## config.mk

```make
export PLATFORM = sky130hd
export DESIGN_NAME = ascii_response_hex_field_parser_flat
export DESIGN_NICKNAME = d
export VERILOG_FILES = /design/src/sv/arhp_pkg.sv /design/src/sv/arhp_if.sv /design/src/sv/arhp_rsp_fifo.sv /design/src/sv/ascii_response_hex_field_parser.sv /design/src/flat_wrapper.sv
export SDC_FILE = /design/constraint.sdc
export NUM_CORES = 1
export LEC_CHECK = 0
export BUFFER_PORTS_ARGS = -buffer_cell sky130_fd_sc_hd__buf_2
export CAP_MARGIN = 20
export CORE_ASPECT_RATIO = 0.75
export CORE_MARGIN = 3
export CORE_UTILIZATION = 40
export CTS_BUF_LIST = sky130_fd_sc_hd__clkbuf_16
export DETAILED_ROUTE_END_ITERATION = 16
export GPL_ROUTABILITY_DRIVEN = 0
export GPL_TIMING_DRIVEN = 1
export RECOVER_POWER = 50
export SYNTH_ARGS = -nofsm -noshare
export SYNTH_HDL_FRONTEND = slang
export SYNTH_SLANG_ARGS = --single-unit
```

## constraint.sdc

```tcl
create_clock -name i_clk -period 8.29 [get_ports i_clk]
set_input_delay 0.829 -clock i_clk [delete_from_list [all_inputs] [get_ports i_clk]]
set_output_delay 0.829 -clock i_clk [all_outputs]
set_load 0.01 [all_outputs]
```

## src/sv/arhp_pkg.sv

```systemverilog
// shared types and constants of the ascii response hex field parser
package arhp_pkg;

    localparam logic [1:0] ACT_START = 2'd0;
    localparam logic [1:0] ACT_BYTE  = 2'd1;
    localparam logic [1:0] ACT_TICK  = 2'd2;

    localparam logic [1:0] ST_VALUE   = 2'd0;
    localparam logic [1:0] ST_TIMEOUT = 2'd1;
    localparam logic [1:0] ST_EMPTY   = 2'd2;

    localparam logic [1:0] CFG_START_OFFSET = 2'd0;
    localparam logic [1:0] CFG_FIELD_LEN    = 2'd1;
    localparam logic [1:0] CFG_RESP_TIMEOUT = 2'd2;

    localparam logic [2:0] PH_SPACE  = 3'd0;
    localparam logic [2:0] PH_SIGNED = 3'd1;
    localparam logic [2:0] PH_ZERO   = 3'd2;
    localparam logic [2:0] PH_PREFIX = 3'd3;
    localparam logic [2:0] PH_DIGITS = 3'd4;
    localparam logic [2:0] PH_STOP   = 3'd5;

    localparam logic [7:0] CHAR_CR = 8'h0d;

    localparam logic [7:0]  START_OFFSET_RST = 8'd1;
    localparam logic [3:0]  FIELD_LEN_RST    = 4'd4;
    localparam logic [15:0] RESP_TIMEOUT_RST = 16'd2000;
    localparam logic [2:0]  LATE_LIMIT       = 3'd3;

    localparam int CFG_DW = 16;

    typedef struct packed {
        logic [1:0]  status;
        logic [7:0]  field_index;
        logic [31:0] field_value;
        logic        last;
    } t_result;

    typedef struct packed {
        logic push0;
        logic push1;
    } t_push;

    typedef struct packed {
        logic room2;
    } t_fifo_stat;

endpackage

```

## src/sv/arhp_if.sv

```systemverilog
// request and result channel interfaces
interface arhp_req_if;
    logic       valid;
    logic       ready;
    logic [1:0] action;
    logic [7:0] data_byte;

    modport source (output valid, output action, output data_byte, input ready);
    modport sink   (input valid, input action, input data_byte, output ready);
endinterface

interface arhp_rsp_if;
    logic        valid;
    logic        ready;
    logic [1:0]  status;
    logic [7:0]  field_index;
    logic [31:0] field_value;
    logic        last;

    modport source (output valid, output status, output field_index, output field_value,
                    output last, input ready);
    modport sink   (input valid, input status, input field_index, input field_value,
                    input last, output ready);
endinterface

```

## src/sv/arhp_rsp_fifo.sv

```systemverilog
// four entry result queue taking up to two results per cycle
module arhp_rsp_fifo (
    input  logic                i_clk,
    input  logic                i_rst_n,
    input  arhp_pkg::t_push     i_push,
    input  arhp_pkg::t_result   i_res0,
    input  arhp_pkg::t_result   i_res1,
    output arhp_pkg::t_fifo_stat o_stat,
    output logic                o_valid,
    output arhp_pkg::t_result   o_head,
    input  logic                i_pop
);

    arhp_pkg::t_result r_mem [4];
    logic [1:0] r_wr_ptr;
    logic [1:0] r_rd_ptr;
    logic [2:0] r_count;
    logic [1:0] w_push_cnt;
    logic       w_pop;

    assign w_pop      = i_pop && (r_count != 3'd0);
    assign w_push_cnt = {1'b0, i_push.push0} + {1'b0, i_push.push1};
    assign o_valid    = (r_count != 3'd0);
    assign o_head     = r_mem[r_rd_ptr];
    assign o_stat.room2 = (r_count <= 3'd2);

    always_ff @(posedge i_clk) begin
        if (i_push.push0) begin
            r_mem[r_wr_ptr] <= i_res0;
        end
        if (i_push.push1) begin
            r_mem[r_wr_ptr + 2'd1] <= i_res1;
        end
    end

    always_ff @(posedge i_clk) begin
        if (!i_rst_n) begin
            r_wr_ptr <= '0;
            r_rd_ptr <= '0;
            r_count  <= '0;
        end else begin
            r_wr_ptr <= r_wr_ptr + w_push_cnt;
            if (w_pop) begin
                r_rd_ptr <= r_rd_ptr + 2'd1;
            end
            r_count <= r_count + {1'b0, w_push_cnt} - {2'b00, w_pop};
        end
    end

endmodule

```

## src/sv/ascii_response_hex_field_parser.sv

```systemverilog
// One request is taken per clock cycle into an input register and handled there: a start,
// a received byte or a time tick. The parser state updates in the same cycle as the zero,
// one or two results it causes enter a four entry result queue, so a result reaches the
// output through the input register and then the result queue. A request waits in the
// input register only while the queue has fewer than two free entries, which happens only
// when the result side stalls; with the result side ready the block takes one request
// every cycle.
module ascii_response_hex_field_parser #(
    parameter int BUFFER_BYTES = 256
) (
    input  logic                          i_clk,
    input  logic                          i_rst_n,
    input  logic                          i_cfg_we,
    input  logic [1:0]                    i_cfg_idx,
    input  logic [arhp_pkg::CFG_DW-1:0]   i_cfg_data,
    arhp_req_if.sink                      i_req,
    arhp_rsp_if.source                    o_rsp
);

    localparam int PW = $clog2(BUFFER_BYTES);
    localparam int CW = (PW > 8) ? PW : 8;
    localparam logic [PW-1:0] POS_LAST = PW'(BUFFER_BYTES - 1);

    // configuration
    logic [7:0]  r_start_offset;
    logic [3:0]  r_field_len;
    logic [15:0] r_resp_timeout;

    // input register
    logic       r_in_valid;
    logic [1:0] r_action;
    logic [7:0] r_byte;

    // response state
    logic          r_receiving, n_receiving;
    logic [15:0]   r_elapsed, n_elapsed;
    logic [2:0]    r_late, n_late;
    logic [PW-1:0] r_pos, n_pos;
    logic [3:0]    r_chars, n_chars;
    logic [2:0]    r_phase, n_phase;
    logic          r_neg, n_neg;
    logic [31:0]   r_accum, n_accum;
    logic [31:0]   r_pend_val, n_pend_val;
    logic          r_pend_valid, n_pend_valid;
    logic [7:0]    r_next_idx, n_next_idx;

    logic                 w_proc;
    arhp_pkg::t_push      w_push;
    arhp_pkg::t_result    w_res0, w_res1;
    arhp_pkg::t_fifo_stat w_fstat;
    arhp_pkg::t_result    w_head;
    logic                 w_out_valid;

    // byte decode
    logic        w_is_hex, w_is_space;
    logic [3:0]  w_digit;
    logic [2:0]  f_phase;
    logic        f_neg;
    logic [31:0] f_accum;
    logic [3:0]  w_eff_len;
    logic [3:0]  w_chars_inc;
    logic [31:0] w_chunk_now;
    logic [15:0] w_el_inc;

    assign w_proc      = r_in_valid && w_fstat.room2;
    assign i_req.ready = !r_in_valid || w_proc;

    always_ff @(posedge i_clk) begin
        if (!i_rst_n) begin
            r_start_offset <= arhp_pkg::START_OFFSET_RST;
            r_field_len    <= arhp_pkg::FIELD_LEN_RST;
            r_resp_timeout <= arhp_pkg::RESP_TIMEOUT_RST;
        end else if (i_cfg_we) begin
            unique case (i_cfg_idx)
                arhp_pkg::CFG_START_OFFSET: r_start_offset <= i_cfg_data[7:0];
                arhp_pkg::CFG_FIELD_LEN:    r_field_len    <= i_cfg_data[3:0];
                arhp_pkg::CFG_RESP_TIMEOUT: r_resp_timeout <= i_cfg_data[15:0];
                default: ;
            endcase
        end
    end

    always_ff @(posedge i_clk) begin
        if (!i_rst_n) begin
            r_in_valid <= 1'b0;
        end else if (i_req.ready) begin
            r_in_valid <= i_req.valid;
        end
    end

    always_ff @(posedge i_clk) begin
        if (i_req.ready && i_req.valid) begin
            r_action <= i_req.action;
            r_byte   <= i_req.data_byte;
        end
    end

    always_comb begin
        w_is_hex = 1'b1;
        w_digit  = 4'd0;
        if (r_byte >= "0" && r_byte <= "9") begin
            w_digit = 4'(r_byte - 8'h30);
        end else if (r_byte >= "a" && r_byte <= "f") begin
            w_digit = 4'(r_byte - 8'h57);
        end else if (r_byte >= "A" && r_byte <= "F") begin
            w_digit = 4'(r_byte - 8'h37);
        end else begin
            w_is_hex = 1'b0;
        end
        w_is_space = (r_byte == " ") || (r_byte >= 8'd9 && r_byte <= 8'd13);
    end

    // strtol style digit scan, one character per call
    always_comb begin
        f_phase = r_phase;
        f_neg   = r_neg;
        f_accum = r_accum;
        unique case (r_phase)
            arhp_pkg::PH_SPACE, arhp_pkg::PH_SIGNED: begin
                if (r_phase == arhp_pkg::PH_SPACE && w_is_space) begin
                    f_phase = arhp_pkg::PH_SPACE;
                end else if (r_phase == arhp_pkg::PH_SPACE && (r_byte == "+" || r_byte == "-")) begin
                    f_neg   = (r_byte == "-");
                    f_phase = arhp_pkg::PH_SIGNED;
                end else if (r_byte == "0") begin
                    f_phase = arhp_pkg::PH_ZERO;
                end else if (w_is_hex) begin
                    f_accum = {28'd0, w_digit};
                    f_phase = arhp_pkg::PH_DIGITS;
                end else begin
                    f_phase = arhp_pkg::PH_STOP;
                end
            end
            arhp_pkg::PH_ZERO, arhp_pkg::PH_PREFIX, arhp_pkg::PH_DIGITS: begin
                if (r_phase == arhp_pkg::PH_ZERO && (r_byte == "x" || r_byte == "X")) begin
                    f_phase = arhp_pkg::PH_PREFIX;
                end else if (w_is_hex) begin
                    f_accum = {r_accum[27:0], w_digit};
                    f_phase = arhp_pkg::PH_DIGITS;
                end else begin
                    f_phase = arhp_pkg::PH_STOP;
                end
            end
            default: ;
        endcase
    end

    always_comb begin
        if (r_field_len == 4'd0) begin
            w_eff_len = 4'd1;
        end else if (r_field_len > 4'd8) begin
            w_eff_len = 4'd8;
        end else begin
            w_eff_len = r_field_len;
        end
    end

    assign w_chars_inc = r_chars + 4'd1;
    assign w_chunk_now = f_neg ? (32'd0 - f_accum) : f_accum;
    assign w_el_inc    = (r_elapsed != 16'hffff) ? (r_elapsed + 16'd1) : r_elapsed;

    always_comb begin
        n_receiving  = r_receiving;
        n_elapsed    = r_elapsed;
        n_late       = r_late;
        n_pos        = r_pos;
        n_chars      = r_chars;
        n_phase      = r_phase;
        n_neg        = r_neg;
        n_accum      = r_accum;
        n_pend_val   = r_pend_val;
        n_pend_valid = r_pend_valid;
        n_next_idx   = r_next_idx;
        w_push       = '0;
        w_res0       = '{status: arhp_pkg::ST_VALUE, field_index: r_next_idx,
                         field_value: r_pend_val, last: 1'b0};
        w_res1       = '{status: arhp_pkg::ST_VALUE, field_index: r_next_idx + 8'd1,
                         field_value: r_neg ? (32'd0 - r_accum) : r_accum, last: 1'b1};

        if (r_action == arhp_pkg::ACT_START) begin
            n_receiving  = 1'b1;
            n_elapsed    = '0;
            n_late       = '0;
            n_pos        = '0;
            n_chars      = '0;
            n_phase      = arhp_pkg::PH_SPACE;
            n_neg        = 1'b0;
            n_accum      = '0;
            n_pend_val   = '0;
            n_pend_valid = 1'b0;
            n_next_idx   = '0;
        end else if (r_receiving && r_action == arhp_pkg::ACT_TICK) begin
            n_elapsed = w_el_inc;
            if (w_el_inc >= r_resp_timeout) begin
                if (r_late >= arhp_pkg::LATE_LIMIT) begin
                    n_late      = arhp_pkg::LATE_LIMIT;
                    n_receiving = 1'b0;
                    w_push.push0 = 1'b1;
                    w_res0 = '{status: arhp_pkg::ST_TIMEOUT, field_index: 8'd0,
                               field_value: 32'd0, last: 1'b1};
                end else begin
                    n_late = r_late + 3'd1;
                end
            end
        end else if (r_receiving && r_action == arhp_pkg::ACT_BYTE
                     && r_elapsed < r_resp_timeout) begin
            if (r_byte == arhp_pkg::CHAR_CR) begin
                // end of response: flush pending full chunk, then partial chunk
                w_push.push0 = 1'b1;
                if (r_pend_valid) begin
                    w_res0.last  = (r_chars == 4'd0);
                    w_push.push1 = (r_chars != 4'd0);
                    n_next_idx   = (r_chars != 4'd0) ? (r_next_idx + 8'd2)
                                                     : (r_next_idx + 8'd1);
                end else if (r_chars != 4'd0) begin
                    w_res0     = w_res1;
                    w_res0.field_index = r_next_idx;
                    n_next_idx = r_next_idx + 8'd1;
                end else begin
                    w_res0 = '{status: arhp_pkg::ST_EMPTY, field_index: 8'd0,
                               field_value: 32'd0, last: 1'b1};
                end
                n_receiving  = 1'b0;
                n_late       = '0;
                n_pend_valid = 1'b0;
                n_chars      = '0;
                n_phase      = arhp_pkg::PH_SPACE;
                n_neg        = 1'b0;
                n_accum      = '0;
            end else if (r_pos < POS_LAST) begin
                n_pos = r_pos + PW'(1);
                if (CW'(r_pos) >= CW'(r_start_offset)) begin
                    if (r_chars == 4'd0 && r_pend_valid) begin
                        w_push.push0 = 1'b1;
                        n_pend_valid = 1'b0;
                        n_next_idx   = r_next_idx + 8'd1;
                    end
                    if (w_chars_inc >= w_eff_len) begin
                        n_pend_val   = w_chunk_now;
                        n_pend_valid = 1'b1;
                        n_chars      = '0;
                        n_phase      = arhp_pkg::PH_SPACE;
                        n_neg        = 1'b0;
                        n_accum      = '0;
                    end else begin
                        n_chars = w_chars_inc;
                        n_phase = f_phase;
                        n_neg   = f_neg;
                        n_accum = f_accum;
                    end
                end
            end
        end
        if (!w_proc) begin
            w_push = '0;
        end
    end

    always_ff @(posedge i_clk) begin
        if (!i_rst_n) begin
            r_receiving  <= 1'b0;
            r_elapsed    <= '0;
            r_late       <= '0;
            r_pos        <= '0;
            r_chars      <= '0;
            r_phase      <= arhp_pkg::PH_SPACE;
            r_neg        <= 1'b0;
            r_accum      <= '0;
            r_pend_val   <= '0;
            r_pend_valid <= 1'b0;
            r_next_idx   <= '0;
        end else if (w_proc) begin
            r_receiving  <= n_receiving;
            r_elapsed    <= n_elapsed;
            r_late       <= n_late;
            r_pos        <= n_pos;
            r_chars      <= n_chars;
            r_phase      <= n_phase;
            r_neg        <= n_neg;
            r_accum      <= n_accum;
            r_pend_val   <= n_pend_val;
            r_pend_valid <= n_pend_valid;
            r_next_idx   <= n_next_idx;
        end
    end

    arhp_rsp_fifo u_fifo (
        .i_clk   (i_clk),
        .i_rst_n (i_rst_n),
        .i_push  (w_push),
        .i_res0  (w_res0),
        .i_res1  (w_res1),
        .o_stat  (w_fstat),
        .o_valid (w_out_valid),
        .o_head  (w_head),
        .i_pop   (o_rsp.ready)
    );

    assign o_rsp.valid       = w_out_valid;
    assign o_rsp.status      = w_head.status;
    assign o_rsp.field_index = w_head.field_index;
    assign o_rsp.field_value = w_head.field_value;
    assign o_rsp.last        = w_head.last;

`ifndef NO_ASSERTIONS
    a_late_bounded: assert property (@(posedge i_clk) disable iff (!i_rst_n)
        r_late <= arhp_pkg::LATE_LIMIT)
        else $error("late count above limit");

    a_end_stops: assert property (@(posedge i_clk) disable iff (!i_rst_n)
        w_push.push0 && w_res0.status != arhp_pkg::ST_VALUE |=> !r_receiving)
        else $error("reception continues after final result");

    a_pair_last: assert property (@(posedge i_clk) disable iff (!i_rst_n)
        w_push.push1 |-> w_push.push0 && !w_res0.last && w_res1.last)
        else $error("two results without proper last marking");

    a_no_overrun: assert property (@(posedge i_clk) disable iff (!i_rst_n)
        w_push.push0 |-> w_fstat.room2)
        else $error("result queue overrun");
`endif

endmodule

```

## src/flat_wrapper.sv

```systemverilog
// flat-port wrapper written by rule: the top's interface ports become plain ports
module ascii_response_hex_field_parser_flat 
#(
    parameter int BUFFER_BYTES = 256
)
  (i_clk, i_rst_n, i_cfg_we, i_cfg_idx, i_cfg_data, i_req_valid, i_req_action, i_req_data_byte, i_req_ready, o_rsp_valid, o_rsp_status, o_rsp_field_index, o_rsp_field_value, o_rsp_last, o_rsp_ready);
  arhp_req_if i_req_i ();
  arhp_rsp_if o_rsp_i ();
  input  logic i_clk;
  input  logic i_rst_n;
  input  logic i_cfg_we;
  input  logic [1:0] i_cfg_idx;
  input  logic [arhp_pkg::CFG_DW-1:0] i_cfg_data;
  input wire logic [$bits(i_req_i.valid)-1:0] i_req_valid;
  input wire logic [$bits(i_req_i.action)-1:0] i_req_action;
  input wire logic [$bits(i_req_i.data_byte)-1:0] i_req_data_byte;
  output wire logic [$bits(i_req_i.ready)-1:0] i_req_ready;
  output wire logic [$bits(o_rsp_i.valid)-1:0] o_rsp_valid;
  output wire logic [$bits(o_rsp_i.status)-1:0] o_rsp_status;
  output wire logic [$bits(o_rsp_i.field_index)-1:0] o_rsp_field_index;
  output wire logic [$bits(o_rsp_i.field_value)-1:0] o_rsp_field_value;
  output wire logic [$bits(o_rsp_i.last)-1:0] o_rsp_last;
  input wire logic [$bits(o_rsp_i.ready)-1:0] o_rsp_ready;
  assign i_req_i.valid = i_req_valid;
  assign i_req_i.action = i_req_action;
  assign i_req_i.data_byte = i_req_data_byte;
  assign i_req_ready = i_req_i.ready;
  assign o_rsp_valid = o_rsp_i.valid;
  assign o_rsp_status = o_rsp_i.status;
  assign o_rsp_field_index = o_rsp_i.field_index;
  assign o_rsp_field_value = o_rsp_i.field_value;
  assign o_rsp_last = o_rsp_i.last;
  assign o_rsp_i.ready = o_rsp_ready;
  ascii_response_hex_field_parser #(.BUFFER_BYTES(BUFFER_BYTES)) u_core (.i_clk(i_clk), .i_rst_n(i_rst_n), .i_cfg_we(i_cfg_we), .i_cfg_idx(i_cfg_idx), .i_cfg_data(i_cfg_data), .i_req(i_req_i), .o_rsp(o_rsp_i));
endmodule
```

# Yosys cells after proc, flatten, opt, wreduce, memory -nomap -nowiden
# Memories as Yosys holds them, arrays and structs flattened. A register that Yosys moved wholly into a read port is not among the register bits.
# Index checks and enable logic that the tools add are counted.
[op_classes] add_sub_neg=17 n_lt_le_gt_ge=16 eq_ne=21 n_mux=127 n_reduce_logical=52
[op_table] operator="32-bit 2-to-1 mux" n=22
[op_table] operator="43-bit 2-to-1 mux" n=6
[op_table] operator="8-bit 2-to-1 mux" n=15
[op_table] operator="42-bit 2-to-1 mux" n=2
[op_table] operator="32-bit one-hot mux with 2 select lines" n=1
[op_table] operator="1-bit by 32-bit subtractor with 32-bit output (first input constant)" n=2
[op_table] operator="3-bit 2-to-1 mux" n=17
[op_table] operator="16-bit 2-to-1 mux" n=3
[op_table] operator="4-bit 2-to-1 mux" n=12
[op_table] operator="1-bit 2-to-1 mux" n=43
[op_table] operator="8-bit by 6-bit equality test with 1-bit output (second input constant)" n=4
[op_table] operator="3-bit nonzero test" n=6
[op_table] operator="16-bit by 1-bit adder with 16-bit output (second input constant)" n=1
[op_table] operator="8-bit by 1-bit adder with 8-bit output (second input constant)" n=2
[op_table] operator="8-bit by 7-bit equality test with 1-bit output (second input constant)" n=2
[op_table] operator="16-bit >= comparator" n=1
[op_table] operator="8-bit by 7-bit >= comparator with 1-bit output (second input constant)" n=2
[op_table] operator="8-bit by 7-bit <= comparator with 1-bit output (second input constant)" n=2
[op_table] operator="16-bit < comparator" n=1
[op_table] operator="16-bit != test (second input constant)" n=1
[op_table] operator="5-bit AND reduction" n=3
[op_table] operator="1-bit logical AND" n=14
[op_table] operator="7-bit AND reduction" n=2
[op_table] operator="6-bit AND reduction" n=2
[op_table] operator="43 further kinds" n=67
[word_totals] register_bits=155 mem_bits_rw=172 inputBits=33 out_inout_bits=45 wordCells=254 memories=1
[mem_list] memory="u_core.u_fifo.r_mem" words=4 word_bits=43 rd=1 rd_ports_with_merged_regs=1 wr=2 line="arhp_rsp_fifo.sv:14" text="arhp_pkg::t_result r_mem [4];"

# Depth between registers and ports, before layout
# Gate-level depths: netlist (run 1).
[depth] ltp_word=19 depth_mapped=25 ltp_nobuf=24

# Cells and area by module
# Synthesis (run 1) repeated with hierarchy kept, for this count alone.
[unflattened] hier_cells=1763 area_unflattened_um2=18995.7
[by_module_without_submodules] mod="ascii_response_hex_field_parser" instances=1 cells_each=1299 area_each_um2=10234.8 seq_area_each_um2=3062.9
[by_module_without_submodules] mod="arhp_rsp_fifo" instances=1 cells_each=464 area_each_um2=8760.9 seq_area_each_um2=5345.1

# Worst setup path after synthesis (run 1)
# Ideal clock, no wire load.
[synth_timing] kind="reg2reg" startpoint="register u_core.r_elapsed[3]" endpoint="memory u_core.u_fifo.r_mem[1][10] (netlist name) (enable)" setup_ns=0.531 arrival_ns=4.828 slack_ns=2.931 path_stages_with_launch=19 path_buffers=3 synth_period_minus_slack_ns=5.359 cell_sequence="dfxtp_1 and3_1 and3_1 nand3_1 nor3_1 nor3b_1 nor2_1 and3_1 xor2_1 ha_1 a21o_1 a2111oi_0 o2111a_1 or3_1 clkbuf_1 a211o_1 clkbuf_1 clkbuf_1 nand2_1"
[synth_lines] item="from (decl)" line="ascii_response_hex_field_parser.sv:36" text="logic [15:0] r_elapsed, n_elapsed;"
[synth_lines] item="from (signal assigned)" line="ascii_response_hex_field_parser.sv:274" text="r_elapsed <= n_elapsed;"
[synth_lines] item="to (decl)" line="arhp_rsp_fifo.sv:14"

==> summary.txt, run 1 <==
Status
  • Status: finished with violations
  • Failing checks: max-capacitance violations, max-slew violations

Power
  • Internal power: 2907 uW
  • PD cells: roughly 200 nW/um^2
  • Net Sw Frac: 0.2687
  • Peak supply drop: roughly 150 uV
  • Clock power frac: 0.403
  • Sequential share of power: 0.437
  • Comb pwr share: 0.160
  • Leak pwr: between 0.006 and 0.007 uW
  • Net Switching: roughly 1100 uW

CTS
  • H-tree depth: 2
  • Post-CTS Setup Inserts: 0
  • Clock tree buffer depth: 3
  • Worst-path clk slew: roughly 60 ps
  • CTS root buf: clkbuf_16
  • CTS sink cnt: around 330
  • CTS Buf Count: 37
  • Worst skew pair latency: roughly 550 ps
  • CTS tree: done
  • Resized cells post-CTS: 0
  • Hold_buf cts: 0

Worst setup path
  • Capture point of the worst path: u_core.u_fifo.r_mem[0][22]
  • Worst Path Required: 8510 ps
  • Arr. time, crit path: between 6000 and 7000 ps
  • CP endpoint kind: flip-flop
  • Reg2reg start: u_core.r_elapsed[3]
  • CP Class: reg -> reg
  • CP Max Fanout: 43
  • R2r endpoint: u_core.u_fifo.r_mem[0][22]
  • R2R cell count: 17
  • Critical Path Start Type: flip-flop
  • Crit path from: u_core.r_elapsed[3]
  • Worst reg-to-reg setup slack: around 1600 ps

STA
  • Achievable clock frequency: around 0.15 GHz
  • Period utilization: 0.8130
  • Final Hold Fails: 0
  • Worst-Margin Slew: 3926 ps
  • Finish-stage setup viols: 0
  • Final worst slack: 1551 ps
  • WHS: 454.1 ps
  • Normalized max-slew margin: -1.617
  • Tmin final: ~6700 ps
  • Max Slew Vio Count: 336
  • RSZ-0062 raised after global routing: no
  • Clock Skew: around 32 ps
  • TNS Setup: 0 ps

Placed design
  • # port buffers: between 70 and 80
  • Dpl ws: around 2600 ps
  • Placed Cells incl. Taps: about 2,400
  • Detailed Place HPWL: approximately 35,000 microns

Global route
  • Largest net degree at the start of global routing: 110
  • Initial antenna violation count: 0
  • Number of global-route vias before repair: 14,160
  • GRT Residual Overflow: 0
  • Total track usage: 0.2204
  • First-pass GRT wire length: roughly 83,000 microns

Logic synthesis
  • Fraction of registers with async set or reset after synthesis: 0
  • Yosys cell types: 71
  • Ranking of synthesized cells by area: edfxtp_1 28%, dfxtp_1 17%, mux4_2 5.3%, ha_1 4.3%, nand2_1 3.9%
  • Largest area contributor in the netlist: edfxtp_1
  • Post-synth EDFFs: 170
  • Most common flop cell mapped by yosys: edfxtp_1
  • Most common cell in the netlist: nand2_1
  • Synth cell count leaders: 187 x nand2_1, 173 x nor2_1, 170 x edfxtp_1, 159 x dfxtp_1, 140 x a21oi_1
  • Syn_nets: 1,972
  • Synth Warn #: 0
  • Synth top area share: 0.2806
  • Synth Instances: 1,876
  • Syn avg cell area: 9.696 sq um
  • Flops & latches, synth: roughly 330
  • Sequential area share after synthesis: 0.4556
  • Synthesized cell area: 18,190 sq um

Job
  • # Max-Cap Violations: 9

Routing
  • Via/cell ratio: 6.068
  • DR WL/cell: roughly 21 microns
  • Iter 0 DRT Violations: 1,631
  • Drt pass-1 iters: 6
  • Final WL: 53,510 microns
  • DRC viols: 0
  • Via Count: ~15,000
  • Post-route ant nets: 0

Cells and area
  • # nets final: a little under 2,000
  • Area delta synth->final: 10.33%
  • Core Util, Final: 0.4483
  • Share of cells above drive strength 1: 0.09506
  • N_diodes: 0
  • Fin cells: 2,490
  • Filler instances: between 4,000 and 5,000

Die
  • Die Wd: 252.2 microns
  • I/O pin count: just under 80
  • Core Area: between 40,000 and 50,000 sq um
  • Die area: 48,100 sq um
  • FP Rows: 67
  • Die height: approximately 190 microns
  • Initial Utilization: 0.4063

Min path
  • Worst hold path class: reg -> reg
  • Hold path depth: 2
==> power by group through the flow <==
stage	Clock [uW]	Combinational, uW	Sequential [uW]
floorplan	0	434	1770
CTS	1630	657	1740
global route	1700	700	1740
global placement	0	650	1770
finish	1600	637	1740
detailed placement	0	656	1770
==> final cells by class <==
class	instances	area (sq um)	share of cell area
multi-input cells	1359	9199	0.4584
flip-flops and latches	329	8290	0.4131
clock buffers	38	950.9	0.04738
well taps	586	733.2	0.03653
repair buffers	100	493.0	0.02456
clock inverters	29	219.0	0.01091
inverters	49	183.9	0.009165
==> how the worst min path moves through the flow <==
stage	slack [ps]	to	start
detailed placement	450	u_core.r_resp_timeout[1]	u_core.r_resp_timeout[1]
global placement	450	u_core.r_resp_timeout[13]	u_core.r_resp_timeout[13]
CTS	440	u_core.r_byte[0]	i_req_data_byte[0]
finish	450	u_core.r_resp_timeout[1]	u_core.r_resp_timeout[1]
floorplan	430	u_core.u_fifo.r_mem[1][42]	u_core.u_fifo.r_mem[1][42]
global route	460	u_core.r_byte[0]	i_req_data_byte[0]
==> registers in the layout (all words and copies together), names as in the netlist, 3 cells and up, named ones only <==
name                   flops
u_core.r_field_len         4
u_core.r_accum            32
u_core.u_fifo.r_count      3
u_core.u_fifo.r_mem      172
u_core.r_phase             3
u_core.r_elapsed          16
u_core.r_next_idx          8
u_core.r_chars             4
u_core.r_start_offset      8
u_core.r_byte              8
u_core.r_pend_val         32
u_core.r_resp_timeout     16
u_core.r_late              3
u_core.r_pos               8
==> layer usage <==
layer  GRT usage  vias up  wire length, microns
met1      0.3354     7273                 25090
li1            -     7060                     -
met4     0.05121        0                   793
met3     0.05100       68                  5555
met2      0.3151      709                 22070
met5           0        -                     0
==> stage by stage <==
step	power, uW	instance area, sq um
after detailed placement	2429	19030
after global routing	4140	20070
after floorplan	2200	18190
after CTS	4029	20200
final	3975	20070
after global placement	2422	19010
==> critical path: stages, from the launching register on <==
cell       delay [ps]
dfxtp_1           450
and3_1            250
and3_1            200
nand3_1           150
nor3_1            400
nor3b_1           440
nor2_1            170
and3_1            270
xor2_1            160
ha_1              200
a21o_1            170
a2111oi_0         410
o2111a_1          300
or3_1             350
a2111o_1          200
clkbuf_1         1720
nand2_2           100
buf_4             450
==> cell families (layout without fill, tap and decap cells) <==
family	count (synthesis)	after routing	share of synthesized area
simple gates	586	586	0.1498
compound gates	562	562	0.2065
flops	329	329	0.4556
buf+inv	188	216	0.03928
xor+xnor	88	88	0.04237
fa+ha+maj	63	63	0.04375
mux	60	60	0.06266
==> cell usage in the layout (no fill, tap or decap), types with 43 or more instances in the layout <==
master	n
nand2_1	183
nor2_1	172
edfxtp_1	170
dfxtp_1	157
a21oi_1	140
o21ai_0	106
a32o_1	70
a22oi_1	62
ha_1	62
nor3_1	58
clkbuf_1	56
inv_1	54
o22ai_1	48
xnor2_1	45
xor2_1	43
mux4_2	43
(Power assumes the default switching activity.)
==> run 2, diff against run 1 <==
clock period = 6.7 ns   (was 8.29 ns; I/O delays follow)
==> run 2 against run 1 <==
  * The run still ends with max-capacitance violations, max-slew violations left
  * Sequential power increased by 25%
  * Count of clock-buffer cells in the layout unchanged
  * Wire length increased by 0.57%
  * Hold slack got worse by 150 ps
  * Sequential cell count unchanged
  * Clock power increased by 25%
  * Die area unchanged
  * Clock skew about the same
  * Final area increased by 0.62%
  * Non-clock buffer count increased by 7
  * Combinational power increased by 15%
  * Critical endpoint is now u_core.u_fifo.r_mem[3][17]
  * Largest cell class unchanged
  * Highest routed layer unchanged
==> summary.txt, run 2 (same netlist as run 1, synthesis figures left out) <==
Die
  • Initial Utilization: 0.4063 (unchanged)
  • FP Rows: 67 (unchanged)
  • Core Area: 44,770 sq um (unchanged)
  • Die Wd: 252.2 microns (unchanged)
  • Die height: 190.7 microns (unchanged)
  • I/O pin count: 78 (unchanged)
  • Die area: 48,100 sq um (unchanged)

Power
  • Peak supply drop: 164.7 uV (+11%)
  • Leak pwr: 0.006677 uW (+0.57%)
  • PD cells: 242.7 nW/um^2 (+23%)

Min path
  • Worst hold path class: in -> reg
  • Hold path depth: 1 (-1)

Cells and area
  • Commonest non-fill, non-tap cell in the layout: nand2_1
  • N_diodes: 0 (unchanged)
  • Filler instances: 4,262 (-0.28%)
  • Largest register FFs: 172 (unchanged)
  • # nets final: 1,979 (+0.35%)
  • Largest reg by FF count: u_core.u_fifo.r_mem
  • Share of cells above drive strength 1: 0.09885 (+0.003786)
  • Top flop regs: u_core.u_fifo.r_mem: 172 flops, u_core.r_accum: 32 flops, u_core.r_pend_val: 32 flops
  • Reg area: 8290 sq um (unchanged)
  • Fin cells: 2,498 (+0.32%)
  • Area delta synth->final: 11.01%
  • Core Util, Final: 0.4511 (+0.002767)
  • Area of the multi-input gates: 9203 sq um (about the same)
  • Most frequent cells in the layout: 184 x nand2_1, 172 x nor2_1, 170 x edfxtp_1

STA
  • Achievable clock frequency: 0.1684 GHz (+13%)
  • TNS Setup: 0 ps (unchanged)
  • Final worst slack: 760.7 ps (-789.9 ps)
  • Finish-stage setup viols: 0 (unchanged)
  • RSZ-0062 raised after global routing: no
  • Worst-Margin Slew: 3291 ps (-634.9 ps)
  • Tmin final: 5939 ps (-800.1 ps)
  • Period utilization: 0.8865 (+0.07350)
  • Max Slew Vio Count: 249 (-26%)
  • Final Hold Fails: 0 (unchanged)
  • Normalized max-slew margin: -1.194 (+0.4232)
  • Clock Skew: 31.53 ps (-0.2158 ps)

CTS
  • Hold_buf cts: 0 (unchanged)
  • Resized cells post-CTS: 0 (unchanged)
  • CTS Buf Count: 37 (unchanged)
  • Worst skew pair latency: 560 ps (about the same)
  • CTS tree: done
  • H-tree depth: 2 (unchanged)
  • Worst-path clk slew: 60 ps (about the same)
  • CTS root buf: clkbuf_16
  • Clock tree buffer depth: 3 (unchanged)
  • Post-CTS Setup Inserts: 0 (unchanged)
  • CTS sink cnt: 329 (unchanged)

Placed design
  • Dpl ws: 1033 ps (-1575 ps)
  • # port buffers: 77 (unchanged)
  • Placed Cells incl. Taps: 2,427 (+0.21%)
  • Detailed Place HPWL: 35,930 microns (+1.4%)

Global route
  • Number of global-route vias before repair: 14,390 (+1.6%)
  • Total track usage: 0.2228 (+0.002359)
  • GRT Residual Overflow: 0 (unchanged)
  • Initial antenna violation count: 0 (unchanged)
  • Largest net degree at the start of global routing: 78 (-29%)
  • First-pass GRT wire length: 84,210 microns (+0.88%)

Routing
  • Drt pass-1 iters: 5 (-1)
  • Post-route ant nets: 0 (unchanged)
  • Final WL: 53,810 microns (+0.57%)
  • Via Count: 15,140 (+0.22%)
  • DRC viols: 0 (unchanged)
  • DR WL/cell: 21.54 microns (+0.25%)
  • Iter 0 DRT Violations: 1,857 (+14%)
  • Via/cell ratio: 6.062 (-0.10%)

Status
  • Failing checks: max-capacitance violations, max-slew violations
  • Status: finished with violations

Worst setup path
  • Arr. time, crit path: 6160 ps (-800 ps)
  • Worst Path Required: 6920 ps (-1590 ps)
  • R2R cell count: 18 (+1)
  • CP endpoint kind: flip-flop
  • CP Class: reg -> reg
  • CP Max Fanout: 33 (-23%)
  • Critical Path Start Type: flip-flop

Job
  • # Max-Cap Violations: 6 (-3)
-- run 2: layout make-up --
cell class / count / share of cell area
Multi-Input combinational cell: 1359 / 0.4557
Timing Repair Buffer: 107 / 0.02943
Sequential cell: 329 / 0.4106
Tap cell: 586 / 0.03631
Clock buffer: 38 / 0.04709
Clock inverter: 30 / 0.01177
Inverter: 49 / 0.009108
-- run 2: report_power, final --
group	switching [uW]	internal [uW]	leakage, uW	total, uW
Sequential	41.5	2130	0.00267	2170
Combinational	402	331	0.00340	733
Clock	874	1120	0.000602	2000
Total	1320	3580	0.00668	4900
-- run 2: metrics by stage --
step / hold WS [ps] / total power (uW) / area, sq um
global route: 283.7 / 5097 / 20190
detailed placement: 449.8 / 2968 / 19080
global placement: 444.0 / 2963 / 19080
floorplan: 428.9 / 2704 / 18190
finish: 300.8 / 4900 / 20190
CTS: 277.1 / 4961 / 20270
-- run 2: path summary, 6_finish.rpt --
path	start	endpoint	slack, ps
setup / recovery	u_core.r_elapsed[3]	u_core.u_fifo.r_mem[3][17]	760
hold / removal	i_req_data_byte[2]	u_core.r_byte[2]	300
setup reg to reg	u_core.r_elapsed[3]	u_core.u_fifo.r_mem[3][17]	760
hold reg to reg	u_core.r_resp_timeout[15]	u_core.r_resp_timeout[15]	450
-- run 2: metal layers --
metal / vias to the layer above / share of wire / GRT usage
met5: - / 0 / 0
met4: 0 / 0.014 / 0.04677
met3: 61 / 0.11 / 0.05849
met2: 682 / 0.41 / 0.3201
met1: 7342 / 0.47 / 0.3352
li1: 7058 / - / -
-- run 2: worst max-delay path: stages, from the launching register on --
cell and delay [ps]:
dfxtp_1 470, and3_1 260, and3_1 210, nand3_1 140, nor3_1 390, nor3b_1 450, nor2_1 180, and3_1 260
xor2_1 150, ha_1 200, a21o_1 170, a2111oi_0 410, o2111a_1 290, or3_1 350, nand2_1 120, nand2_1 100
clkbuf_1 660, nand2_2 340, buf_4 420
